==> src/rtl/key_transition_tracker_top_macros.svh <==
// ----------------------------------------------------------------------------
// Key transition tracker assertion macros
// Shared concurrent assertion forms, clocked on clock and gated by reset.
// ----------------------------------------------------------------------------
`ifndef KEY_TRANSITION_TRACKER_TOP_MACROS_SVH
`define KEY_TRANSITION_TRACKER_TOP_MACROS_SVH

// cond holds -> conseq holds in the same cycle
`define KTT_ASSERT_SAME(label, cond, conseq, msg) \
   label: assert property (@(posedge clock) disable iff (reset) \
      (cond) |-> (conseq)) else $error(msg);

// cond holds -> conseq sequence starts in the next cycle
`define KTT_ASSERT_NEXT(label, cond, conseq, msg) \
   label: assert property (@(posedge clock) disable iff (reset) \
      (cond) |=> conseq) else $error(msg);

`endif

==> src/rtl/ktt_pkg.sv <==
// ----------------------------------------------------------------------------
// ktt_pkg
// Types and fixed codes for the key transition tracker.
// ----------------------------------------------------------------------------
package ktt_pkg;

   // request modes
   localparam logic [1:0] MODE_EVENT  = 2'd0;
   localparam logic [1:0] MODE_POP    = 2'd1;
   localparam logic [1:0] MODE_QUERY  = 2'd2;
   localparam logic [1:0] MODE_UNUSED = 2'd3;

   localparam logic [15:0] EVENT_KEY    = 16'h0001;
   localparam logic [31:0] VALUE_REPEAT = 32'd2;

   typedef struct packed {
      logic [1:0]  mode;
      logic [15:0] event_type;
      logic [15:0] key_code;
      logic [31:0] key_value;
   } req_type;

   typedef struct packed {
      logic       found;
      logic [6:0] out_code;
      logic       out_down;
   } rsp_type;

   // one stored transition
   typedef struct packed {
      logic [6:0] code;
      logic       down;
   } ring_entry_type;

   // decoded operation for the current item
   typedef struct packed {
      logic key_event;   // key event with in-range code: update held map
      logic push;        // record a transition
      logic pop;         // take the oldest transition (ring not empty)
      logic down;        // new key state
   } op_type;

endpackage

==> src/rtl/key_transition_tracker_top.sv <==
// ----------------------------------------------------------------------------
// key_transition_tracker_top
// Held-key bitmap plus an overwrite-oldest ring of key transitions.
// ----------------------------------------------------------------------------
// Takes one request per cycle (busy is never raised) and answers pops and
// queries after the start transfer as follows: the request is captured in an
// input register, decoded and applied to the held map and ring in the next
// cycle, and the answer is loaded into the result register, so rsp_strobe
// rises the cycle after that. Throughput is one item per clock; the single
// write and single registered read port of the ring memory and one bitmap
// bit per item set that figure. Events never produce a result transfer.
// The receiver cannot stall: a result is on rsp_data for one cycle only.
// ----------------------------------------------------------------------------
`include "key_transition_tracker_top_macros.svh"

module key_transition_tracker_top #(
   parameter int RING_DEPTH = 64,
   parameter int KEY_CODES  = 128
) (
   input  logic             clock,
   input  logic             reset,
   // request channel
   input  logic             start,
   output logic             busy,
   input  ktt_pkg::req_type req_data,
   // result channel
   output logic             rsp_strobe,
   output ktt_pkg::rsp_type rsp_data
);
   import ktt_pkg::*;

   localparam int CW = $clog2(KEY_CODES);

   // input register
   logic    req_valid_ff;
   req_type req_ff;

   // decode
   op_type         op;
   ring_entry_type wr_entry;
   ring_entry_type rd_entry;
   logic           in_range;
   logic           key_down;
   logic           held;
   logic           avail;
   logic           is_pop, is_query;

   // result register
   logic rsp_strobe_ff, rsp_strobe_in;
   logic found_ff, found_in;
   logic use_ring_ff, use_ring_in;

   // accepted requests that owe an answer, or must stay silent
   logic answer_req;
   logic silent_req;

   // never stalls: one transfer per cycle
   assign busy = 1'b0;

   always_ff @(posedge clock) begin
      if (reset) begin
         req_valid_ff <= 1'b0;
      end else begin
         req_valid_ff <= start & ~busy;
      end
   end

   always_ff @(posedge clock) begin
      if (start & ~busy) begin
         req_ff <= req_data;
      end
   end

   assign in_range = (req_ff.key_code < 16'(KEY_CODES));
   assign key_down = (req_ff.key_value != '0);

   always_comb begin
      is_pop   = 1'b0;
      is_query = 1'b0;
      op       = '0;
      case (req_ff.mode)
         MODE_EVENT: begin
            op.key_event = req_valid_ff && (req_ff.event_type == EVENT_KEY) && in_range;
            // auto-repeat refreshes the map but is not a transition
            op.push      = op.key_event && (req_ff.key_value != VALUE_REPEAT);
         end
         MODE_POP: begin
            is_pop = req_valid_ff;
            op.pop = req_valid_ff && avail;
         end
         MODE_QUERY: begin
            is_query = req_valid_ff;
         end
         default: begin
            // unused mode: dropped
         end
      endcase
      op.down = key_down;
   end

   assign wr_entry.code = req_ff.key_code[6:0];
   assign wr_entry.down = key_down;

   ktt_held_map #(
      .KEY_CODES (KEY_CODES)
   ) u_held_map (
      .clock (clock),
      .reset (reset),
      .op    (op),
      .code  (req_ff.key_code[CW-1:0]),
      .held  (held)
   );

   ktt_ring #(
      .RING_DEPTH (RING_DEPTH)
   ) u_ring (
      .clock    (clock),
      .reset    (reset),
      .op       (op),
      .wr_entry (wr_entry),
      .avail    (avail),
      .rd_entry (rd_entry)
   );

   // result: pops and queries answer, events stay silent
   always_comb begin
      rsp_strobe_in = is_pop | is_query;
      use_ring_in   = op.pop;
      found_in      = op.pop | (is_query & in_range & held);
   end

   always_ff @(posedge clock) begin
      if (reset) begin
         rsp_strobe_ff <= 1'b0;
         use_ring_ff   <= 1'b0;
      end else begin
         rsp_strobe_ff <= rsp_strobe_in;
         use_ring_ff   <= use_ring_in;
      end
   end

   always_ff @(posedge clock) begin
      found_ff <= found_in;
   end

   // ring read data lands with the result register; zero it unless popped
   assign rsp_strobe        = rsp_strobe_ff;
   assign rsp_data.found    = found_ff & rsp_strobe_ff;
   assign rsp_data.out_code = use_ring_ff ? rd_entry.code : 7'd0;
   assign rsp_data.out_down = use_ring_ff & rd_entry.down;

   assign answer_req = start && !busy &&
                       (req_data.mode == MODE_POP || req_data.mode == MODE_QUERY);
   assign silent_req = start && !busy &&
                       (req_data.mode == MODE_EVENT || req_data.mode == MODE_UNUSED);

   // pop and query transfers answer through the input and result registers
   `KTT_ASSERT_NEXT(a_answer, answer_req, ##1 rsp_strobe, "pop or query got no result transfer")

   // events and unused modes never answer
   `KTT_ASSERT_NEXT(a_silent, silent_req, ##1 !rsp_strobe, "event produced a result transfer")

   // ring data only ever goes out with a found pop
   `KTT_ASSERT_SAME(a_ring_found, use_ring_ff, rsp_data.found, "ring read without a found pop")

endmodule

==> src/rtl/ktt_held_map.sv <==
// ----------------------------------------------------------------------------
// ktt_held_map
// One flop per key code holding its pressed state; single-bit lookup.
// ----------------------------------------------------------------------------
module ktt_held_map #(
   parameter int KEY_CODES = 128
) (
   input  logic                         clock,
   input  logic                         reset,
   input  ktt_pkg::op_type              op,
   input  logic [$clog2(KEY_CODES)-1:0] code,
   output logic                         held
);
   import ktt_pkg::*;

   logic [KEY_CODES-1:0] held_ff;
   logic [KEY_CODES-1:0] held_in;

   always_comb begin
      held_in = held_ff;
      if (op.key_event) begin
         held_in[code] = op.down;
      end
   end

   always_ff @(posedge clock) begin
      if (reset) begin
         held_ff <= '0;
      end else begin
         held_ff <= held_in;
      end
   end

   assign held = held_ff[code];

endmodule

==> src/rtl/ktt_ring.sv <==
// ----------------------------------------------------------------------------
// ktt_ring
// Transition ring that drops its oldest entry when full; registered read.
// ----------------------------------------------------------------------------
module ktt_ring #(
   parameter int RING_DEPTH = 64
) (
   input  logic                    clock,
   input  logic                    reset,
   input  ktt_pkg::op_type         op,
   input  ktt_pkg::ring_entry_type wr_entry,
   output logic                    avail,
   output ktt_pkg::ring_entry_type rd_entry
);
   import ktt_pkg::*;

   localparam int PW = (RING_DEPTH > 1) ? $clog2(RING_DEPTH) : 1;
   localparam logic [PW-1:0] LAST = PW'(RING_DEPTH - 1);

   ring_entry_type mem [RING_DEPTH];
   ring_entry_type rd_ff;

   logic [PW-1:0] wp_ff, wp_in;
   logic [PW-1:0] rp_ff, rp_in;
   logic [PW-1:0] wp_next, rp_next;

   assign wp_next = (wp_ff == LAST) ? '0 : wp_ff + PW'(1);
   assign rp_next = (rp_ff == LAST) ? '0 : rp_ff + PW'(1);
   assign avail   = (wp_ff != rp_ff);

   always_comb begin
      wp_in = wp_ff;
      rp_in = rp_ff;
      if (op.push) begin
         wp_in = wp_next;
         // writing into the slot just behind the reader: drop the oldest
         if (wp_next == rp_ff) begin
            rp_in = rp_next;
         end
      end else if (op.pop) begin
         rp_in = rp_next;
      end
   end

   always_ff @(posedge clock) begin
      if (reset) begin
         wp_ff <= '0;
         rp_ff <= '0;
      end else begin
         wp_ff <= wp_in;
         rp_ff <= rp_in;
      end
   end

   always_ff @(posedge clock) begin
      if (op.push) begin
         mem[wp_ff] <= wr_entry;
      end
   end

   always_ff @(posedge clock) begin
      if (op.pop) begin
         rd_ff <= mem[rp_ff];
      end
   end

   assign rd_entry = rd_ff;

endmodule
==> config.mk <==
export PLATFORM = sky130hd
export DESIGN_NAME = key_transition_tracker_top
export DESIGN_NICKNAME = d
export VERILOG_FILES = /design/src/rtl/ktt_pkg.sv /design/src/rtl/key_transition_tracker_top.sv /design/src/rtl/ktt_held_map.sv /design/src/rtl/ktt_ring.sv
export VERILOG_INCLUDE_DIRS = /design/src /design/src/rtl
export SDC_FILE = /design/constraint.sdc
export NUM_CORES = 1
export LEC_CHECK = 0
export BUFFER_PORTS_ARGS = -buffer_cell sky130_fd_sc_hd__buf_2
export CORE_UTILIZATION = 47
export CTS_BUF_LIST = sky130_fd_sc_hd__clkbuf_4
export CTS_CLUSTER_DIAMETER = 120
export DETAILED_ROUTE_END_ITERATION = 10
export GPL_TIMING_DRIVEN = 0
export PLACE_DENSITY = 0.7
export SLEW_MARGIN = 20
export SYNTH_ARGS = -nofsm -noshare
export SYNTH_HDL_FRONTEND = slang
export SYNTH_HIERARCHICAL = 1
export SYNTH_SLANG_ARGS = --single-unit
==> constraint.sdc <==
create_clock -name clock -period 9.6 [get_ports clock]
set_clock_uncertainty 0.15 [all_clocks]
set_input_delay 0.48 -clock clock [delete_from_list [all_inputs] [get_ports clock]]
set_output_delay 0.48 -clock clock [all_outputs]
set_load 0.02 [all_outputs]
# --- Yosys cells after proc, flatten, opt, wreduce, memory -nomap -nowiden ---
# Memories as Yosys holds them, arrays and structs flattened. A register that Yosys moved wholly into a read port is not among the register bits.
# Index checks and enable logic that the tools add are counted.
totals:
  reg_bits: 210
  latch_bits: 0
  ramBits: 512
  rom_bits: 0
  mem_count: 1
classes:
  n_addsub: 2
  multipliers: 0
  n_div: 0
  magnitude_cmp: 3
  n_eq_ne: 9
  shifts: 0
  n_mux: 17
  n_bitwise: 6
  n_reduce_logical: 9
mem_list:
  columns: ["name", "depth", "word_bits", "rd", "rd_clocked_by_memory_dff", "wr", "line", "source"]
  rows:
  - ["u_ring.mem", 64, 8, 1, 1, 1, "ktt_ring.sv:20", "ring_entry_type mem [RING_DEPTH];"]
ops:
  columns: ["cell", "count"]
  rows:
  - ["$bwmux 128", 1]
  - ["$ne 32x2->1 const B", 1]
  - ["$reduce_bool 32->1", 1]
  - ["$mux 6", 5]
  - ["$eq 16x1->1 const B", 1]
  - ["$lt 16x8->1 const B", 1]
  - ["$add 6x1->6 const B", 2]
  - ["$eq 6x6->1 const B", 2]
  - ["$lt 7x8->1 const B", 1]
  - ["$bmux 1 s7", 1]
  - ["$demux 1 s7", 1]
  - ["$ge 7x1->1 const B", 1]
  - ["$mux 1", 7]
  - ["$mux 7", 1]
  - ["$eq 6x6->1", 1]
  - ["$ne 6x6->1", 1]
  - ["$logic_and 1x1->1", 5]
  - ["$and 1x1->1", 4]
  - ["$eq 2x1->1 const B", 1]
  - ["$eq 2x2->1 const B", 1]
  - ["$logic_not 2->1", 1]
  - ["$mux 2", 1]
  - ["$ne 2x1->1 const B", 1]
  - ["$or 1x1->1", 2]
  - ["other kinds (2)", 2]

# --- Logic depth before layout (Yosys ltp) ---
# Gate-level depths: netlist (run 1).
depth:
  depth_word: 7
  depth_mapped: 13
  ltp_nobuf: 9

# --- Modules after synthesis ---
# The synthesis (run 1) kept the hierarchy.
by_module_without_submodules:
  columns: ["module", "n_inst", "cells_each", "area_per_inst_um2"]
  rows:
  - ["ktt_ring", 1, 933, 20830.0]
  - ["ktt_held_map", 1, 795, 6311.1]
  - ["key_transition_tracker_top", 1, 113, 2334.7]

# --- Worst setup path before layout (run 1) ---
# OpenSTA, ideal clock, no wires.
synth_timing:
  path_kind: "register to register"
  start: "reg req_ff[51] in the netlist's numbering"
  end: "mem u_ring/mem[40][0] in the netlist's numbering, enable pin"
  setup_time_ns: 0.383
  arrival_ns: 2.842
  required_time_ns: 9.067
  path_slack_ns: 6.225
  stages_incl_launch_ff: 9
  path_buffers: 1
  period_less_slack_ns: 3.375
  path_cell_list: "edfxtp_1 > nor4b_1 > nand4_1 > nor3_2 > a21boi_1 > clkbuf_1 > nand4_1 > or2_2 > nor3_1"
synth_lines:
  columns: ["item", "line", "source"]
  rows:
  - ["start: declaration", "key_transition_tracker_top.sv:36", "req_type req_ff;"]
  - ["start signal: assignment", "key_transition_tracker_top.sv:70", "req_ff <= req_data;"]
  - ["end: declaration", "ktt_ring.sv:20", null]

==> metrics.csv, run 1 <==
stage;metric;value;unit
power;ir_worst_vdd;0.110;mV
floorplan;ioPinCount;80;
clocking;cts_tree;done;
critical_path;rrSetupSlack;4720;ps
place;dp.cells;2779;
global_routing;grt_util_met2;38.5;%
power;power.switching;1440;uW
floorplan;dieHeight;252;um
place;gp_congestion;0.962;
logic_synthesis;syn-instance-count;1841;
timing;hold_violations;0;
place;place_hpwl;48800;um
logic_synthesis;synth_edf_count;586;
global_routing;use_met1;32.9;%
floorplan;start_util;47.7;%
clocking;cts_made_buffers;181;
hold_path;hold_path.class;primary input to register;
timing;drv_slew;0;
timing;tightest_slew;1040;ps
place;detailed_place.area;31300;um^2
cells_and_area;area_delta_synth_final;18.5;%
timing;fmax;205;MHz
clocking;cts_root_buf;clkbuf_4;
critical_path;end_kind;register;
global_routing;grt-busiest-layer;met2;
global_routing;first_global_vias;19400;
job;maxCapViolCount;0;
logic_synthesis;yosysSeqAreaShare;69.5;%
global_routing;grtUsageTotal;24.8;%
timing;post-route-period-util;50.9;%
cells_and_area;final_cells;3245;
floorplan;row_count;91;
detailed_routing;first_pass_iters;8;
logic_synthesis;ys_seq_elements;730;
critical_path;cp.required;10020;ps
detailed_routing;wl;78300;um
power;power_frac_comb;4.0;%
power;intPower;4810;uW
global_routing;grt_pass1_wl;116000;um
hold_path;hp-start;reset;
critical_path;reg2regPathDepth;8;
hold_path;min_delay_path_depth;3;
critical_path;path_class;register to register;
clocking;postCtsSetupBuffers;0;
floorplan;die_area;63700;um^2
logic_synthesis;ys.flop_type;edfxtp_1;
timing;setup-tns-final;0;ps
detailed_routing;drc;0;
detailed_routing;drtIter0Drc;2482;
clocking;clockBufferDepth;3;
detailed_routing;wl_per_cell;24.1;um
global_routing;overflow;0;
logic_synthesis;async_flop_share;0;%
timing;relSlewSlack;30.6;%
critical_path;arrival;5300;ps
power;switching_share;23.0;%
power;leakage;0.0113;uW
timing;fin_hold_ws;318;ps
cells_and_area;finalNetCount;2331;
logic_synthesis;ys_types;69;
critical_path;r2r-end;u_ring/mem[46][5];
cells_and_area;finalInstanceArea;34900;um^2
floorplan;core;61800;um^2
power;p_clk_share;40.6;%
place;port_buffers;78;
critical_path;r2r_start;req_ff[55];
power;power_density;179;nW/um^2
clocking;clock_latency;1030;ps
detailed_routing;ant_nets;0;
cells_and_area;drive_gt1_share;25.9;%
logic_synthesis;synth_fp_nets;1912;
logic_synthesis;yosysWarnings;6;
floorplan;die_width;252;um
logic_synthesis;syn_avg_cell_area;16.0;um^2
critical_path;crit_path_start_kind;register;
hold_path;min_to;rsp_strobe;
global_routing;grt_antenna_before_repair;5;
clocking;clock-sinks;730;
critical_path;path_max_fanout;10;
power;p_seq_share;55.4;%
clocking;h-tree-depth;4;
status;run_status;finished, final reports clean;
timing;setup_viol;0;
clocking;cts.repair.resized;0;
detailed_routing;viasPerCell;5.98;
timing;period_needed;4880;ps
logic_synthesis;synth.cell_area;29500;um^2
detailed_routing;vias;19400;
global_routing;grt_max_degree;68;
clocking;clkTransAtPathRegs;70;ps
timing;grt_setup_unrepaired;no;
global_routing;met3_usage;7.18;%
==> metrics by stage <==
stage          setup slack [ps]  util [%]  power [uW]
6_report                   4720      56.5        6250
3_5_place_dp               5050      50.6        3730
2_1_floorplan              6220         -        3620
5_1_grt                    4620      56.5        6480
3_3_place_gp               4810      50.0        3700
4_1_cts                    4980      56.5        6290
==> power groups by stage <==
stage	registers, uW	logic, uW	clock network, uW
floorplan	3550	72.9	0
global placement	3570	128	0
detailed placement	3530	196	0
CTS	3460	237	2590
global route	3460	260	2750
finish	3460	249	2540
==> critical path, stage by stage (launching register included) <==
cell	delay [ps]
edfxtp_1	400
nor4_1	370
nand4_1	200
nor3_2	680
a21boi_1	730
clkbuf_1	450
nand4_1	250
or2_2	380
nor2_1	810
==> kinds of logic (layout without fill, tap and decap cells) <==
| logic type | Yosys count | count (layout) | share of synthesized area (%) |
|---|---|---|---|
| buffers and inverters | 142 | 702 | 2.30 |
| AND/OR/NAND/NOR | 407 | 407 | 6.80 |
| adder cells (fa/ha/maj) | 2 | 2 | 0.0849 |
| multiplexers | 204 | 204 | 14.4 |
| flip-flops | 730 | 730 | 69.5 |
| other | 1 | 8 | 0.0127 |
| XOR/XNOR | 13 | 13 | 0.386 |
| AO/OA/AOI/OAI | 342 | 342 | 6.56 |
==> placed cells by master (no fill, tap or decap), types with 8 or more instances in the layout <==
cell / n
a21oi_1: 144
a221oi_1: 17
and2_1: 14
buf_2: 107
buf_8: 18
clkbuf_1: 82
clkbuf_4: 258
clkinv_1: 48
dfxtp_1: 144
dlygate4sd3_1: 135
edfxtp_1: 586
inv_1: 8
mux2i_1: 25
mux4_2: 173
nand2_1: 48
nand2b_1: 12
nand3_1: 135
nand4_1: 17
nor2_1: 111
nor2b_1: 18
nor3_1: 10
nor4_1: 11
o21ai_0: 133
xor2_1: 8
==> Yosys cell counts (all sizes together) (2+ instances only) <==
cell type  instances  area share [%]
nor4b              2           0.081
a21oi            144             2.4
mux2i             25            0.85
dfxtp            144             9.8
clkbuf            82             1.0
mux4             174              13
mux2               5            0.22
a31o               2           0.059
a221oi            20            0.66
ha                 2           0.085
o21ai            136             2.3
xnor2              5            0.15
xor2               8            0.24
a31oi              2           0.042
a21bo              2           0.068
o2111ai            3           0.089
and2              15            0.32
a41o               2           0.068
nand2b            12            0.25
and3               3           0.064
a41oi              2           0.059
or2                5            0.11
buf               51             1.1
or3                5            0.11
o22ai              6            0.13
nor2b             19            0.41
nand4b             3           0.089
nor2             112             1.5
a22oi              7            0.18
a311oi             3           0.089
nand4             17            0.36
nor3              15            0.27
nor4              12            0.28
nand3            135             2.3
o311ai             2           0.059
nand2             48            0.61
inv                9            0.11
edfxtp           586              60
==> per-layer routing <==
layer	routed length, um	vias to the layer above	share of wire, %
met4	2820	0	3.6
met1	30500	9662	39
li1	-	8283	-
met2	36700	1215	47
met3	8310	237	11
met5	0	-	0
==> sequential cells by signal, indices dropped and copies added, names as in the netlist <==
register and count:
u_ring/rd_entry 8, use_ring_ff 1, u_ring/wp_ff 6, rsp_strobe 1, u_ring/rp_ff 6, req_ff 66, u_held_map/held_ff 128, found_ff 1
req_valid_ff 1, u_ring/mem 512
==> final cells by class <==
cell class	count	area, um^2
fill	4811	26900
sequential	730	20500
multi-input combinational	969	8340
timing repair buffer	236	2100
clock buffer	258	1940
tap	837	1050
buffer	133	647
clock inverter	66	328
inverter	9	33.8
antenna	7	17.5
==> how the worst max path moves through the flow <==
stage	slack, ps	endpoint	start	cells past startpoint
2_1_floorplan	6220	u_ring/mem[40][0]	req_ff[51]	8
3_3_place_gp	4810	found_ff	req_ff[34]	9
3_5_place_dp	5050	u_ring/mem[46][6]	req_ff[59]	8
4_1_cts	4980	u_ring/mem[46][5]	req_ff[59]	8
5_1_grt	4620	u_ring/mem[46][0]	req_ff[50]	8
6_report	4720	u_ring/mem[46][5]	req_ff[55]	8
==> timing repair <==
item | 4_1_cts | 5_1_grt
endpoints found under the hold margin | 153 | 0
hold buffers | 135 | 0
setup endpoints to repair | 0 | 0
No activity file was read; power rests on OpenSTA's default activity.
==> run 2, diff against run 1 <==
Clock period 9.6 ns to 4.5 ns, I/O delays scaled along.
==> run 2 against run 1 <==
Net effect:
- sequential power increased by 110%
- register-to-register slack got worse by 4700 ps
- die area is the same
- first-iteration DRC count is 7.7% lower
- sequential share of layout area decreased by 0.11 points
- worst setup slack worse by 4700 ps
- core utilization increased by 0.11 points
- cell count unchanged
- critical endpoint is now u_ring/mem[33][5]
==> metrics.csv, run 2 (synthesis gave the netlist of run 1 again) <==
stage;metric;value;unit;change
cells_and_area;finalInstanceArea;35000;um^2;+0.19%
power;ir_worst_vdd;0.234;mV;+110%
cells_and_area;layout_commonest_cell;edfxtp_1;;
global_routing;grt_antenna_before_repair;3;;-2
status;run_status;finished, final reports clean;;
power;intPower;10300;uW;+110%
power;power.switching;3060;uW;+110%
clocking;cts_made_buffers;181;;unchanged
detailed_routing;wl;78500;um;+0.25%
power;p_seq_share;55.4;%;about the same
timing;grt_setup_unrepaired;no;;
detailed_routing;first_pass_iters;8;;unchanged
floorplan;ioPinCount;80;;unchanged
place;port_buffers;78;;unchanged
global_routing;grt_max_degree;68;;unchanged
floorplan;row_count;91;;unchanged
cells_and_area;layout_common_cells;586 x edfxtp_1, 258 x clkbuf_4, 173 x mux4_2, 144 x dfxtp_1, 144 x a21oi_1;;
clocking;clock-sinks;730;;unchanged
timing;drv_slew;0;;unchanged
power;p_clk_share;40.6;%;about the same
detailed_routing;wl_per_cell;24.2;um;+0.25%
timing;post-route-period-util;100;%;+49 points
critical_path;cp.required;4930;ps;-5090 ps
clocking;clockBufferDepth;3;;unchanged
floorplan;dieHeight;252;um;unchanged
detailed_routing;drc;0;;unchanged
critical_path;path_class;register to register;;
timing;fin_hold_ws;123;ps;-195 ps
global_routing;first_global_vias;19400;;-0.026%
clocking;cts_root_buf;clkbuf_4;;
critical_path;cp_cell_sequence;nor4_1 -> nand4_1 -> nor3_2 -> a21boi_2 -> clkbuf_1 -> nand3_1 -> nor2_2;;
timing;period_needed;4500;ps;-385 ps
critical_path;crit_path_start_kind;register;;
floorplan;die_width;252;um;unchanged
timing;tightest_slew;1040;ps;+0.739 ps
place;gp_congestion;0.962;;unchanged
detailed_routing;drtIter0Drc;2290;;-7.7%
critical_path;end_kind;register;;
timing;hold_violations;0;;unchanged
detailed_routing;vias;19300;;-0.31%
clocking;h-tree-depth;4;;unchanged
timing;fmax;222;MHz;+8.6%
cells_and_area;area_delta_synth_final;18.7;%;
timing;setup-tns-final;0;ps;unchanged
cells_and_area;top_regs;u_ring/mem x512, u_held_map/held_ff x128, req_ff x66;;
floorplan;core;61800;um^2;unchanged
place;dp.cells;2779;;unchanged
floorplan;start_util;47.7;%;unchanged
power;switching_share;23.0;%;-0.054 points
power;power_density;381;nW/um^2;+110%
cells_and_area;drive_gt1_share;26.9;%;+0.95 points
power;leakage;0.0113;uW;about the same
global_routing;grtUsageTotal;24.9;%;+0.061 points
detailed_routing;viasPerCell;5.96;;-0.31%
clocking;clkTransAtPathRegs;80;ps;about the same
cells_and_area;top_register;u_ring/mem;;
clocking;clock_latency;1030;ps;about the same
clocking;cts_tree;done;;
critical_path;arrival;4930;ps;-370 ps
power;power_frac_comb;4.0;%;about the same
critical_path;crit_path_top_delay_cell;nand3_1;;
hold_path;hold_path.class;primary input to register;;
timing;setup_viol;0;;unchanged
global_routing;overflow;0;;unchanged
job;maxCapViolCount;0;;unchanged
floorplan;die_area;63700;um^2;unchanged
cells_and_area;final_cells;3245;;unchanged
place;detailed_place.area;31300;um^2;unchanged
clocking;postCtsSetupBuffers;0;;unchanged
detailed_routing;ant_nets;0;;unchanged
critical_path;slowest_delay;660;ps;-150 ps
timing;relSlewSlack;30.2;%;-0.33 points
cells_and_area;largest_reg_flops;512;;unchanged
cells_and_area;finalNetCount;2332;;+0.043%
place;place_hpwl;48800;um;unchanged
critical_path;path_max_fanout;10;;unchanged
power;finalPower;13300;uW;+110%
global_routing;grt_pass1_wl;116000;um;+0.15%
## run 2: cell types whose count changed in the layout (fill, tap and decap cells not counted)
cell           before  now
diode_2             7    6
nor2_1            111   89
dlygate4sd3_1     135  136
a21boi_2            0    1
a21boi_1            1    0
nor2_2              0   22
## run 2: worst max-delay path: cells and delay by family (launching register included)
family	cells	cell delay [ps]
DFF	1	400
AOI/OAI and AO/OA	1	530
and+or+nand+nor	5	2520
buffers and inverters	1	450
## run 2: worst paths after layout
check                                            start                      to  slack, ps  depth (start not counted)
worst max-delay path                        req_ff[58]       u_ring/mem[33][5]          1                          7
worst min-delay path                             reset         u_ring/rp_ff[2]        120                          4
worst max register to register              req_ff[58]       u_ring/mem[33][5]          1                          7
worst min register to register  u_held_map/held_ff[31]  u_held_map/held_ff[31]        330                          2
## run 2: timing repair
action                                 in CTS  in global routing
setup endpoints to repair                  91                254
cloned                                      0                  0
resized for setup                           6                 17
endpoints found under the hold margin     173                  0
hold buffers                              136                  0
## run 2: stage by stage
| step | util (%) | setup WS, ps |
|---|---|---|
| 2_1_floorplan | - | 1120 |
| 3_3_place_gp | 50.0 | -288 |
| 3_5_place_dp | 50.6 | -45.6 |
| 4_1_cts | 56.5 | -62.2 |
| 5_1_grt | 56.6 | 45.7 |
| 6_report | 56.6 | 1.46 |
## run 2: power groups by stage
stage / sequential, uW / clock, uW / combinational, uW
global route: 7390 / 5880 / 557
detailed placement: 7530 / 0 / 417
finish: 7390 / 5410 / 532
global placement: 7630 / 0 / 273
floorplan: 7560 / 0 / 156
CTS: 7380 / 5530 / 506
## run 2: cell type report
| type | count | area (um^2) |
|---|---|---|
| Antenna cell | 6 | 15.0 |
| Buffer | 133 | 647 |
| Clock buffer | 258 | 1940 |
| Clock inverter | 66 | 328 |
| Fill cell | 4803 | 26800 |
| Inverter | 9 | 33.8 |
| Multi-Input combinational cell | 969 | 8400 |
| Sequential cell | 730 | 20500 |
| Tap cell | 837 | 1050 |
| Timing Repair Buffer | 237 | 2110 |
## run 2: metal layers
metal	share of wire, %	track usage (%)
met1	39	33.0
met5	0	0
met3	10	7.10
met2	47	38.7
met4	3.4	10.4
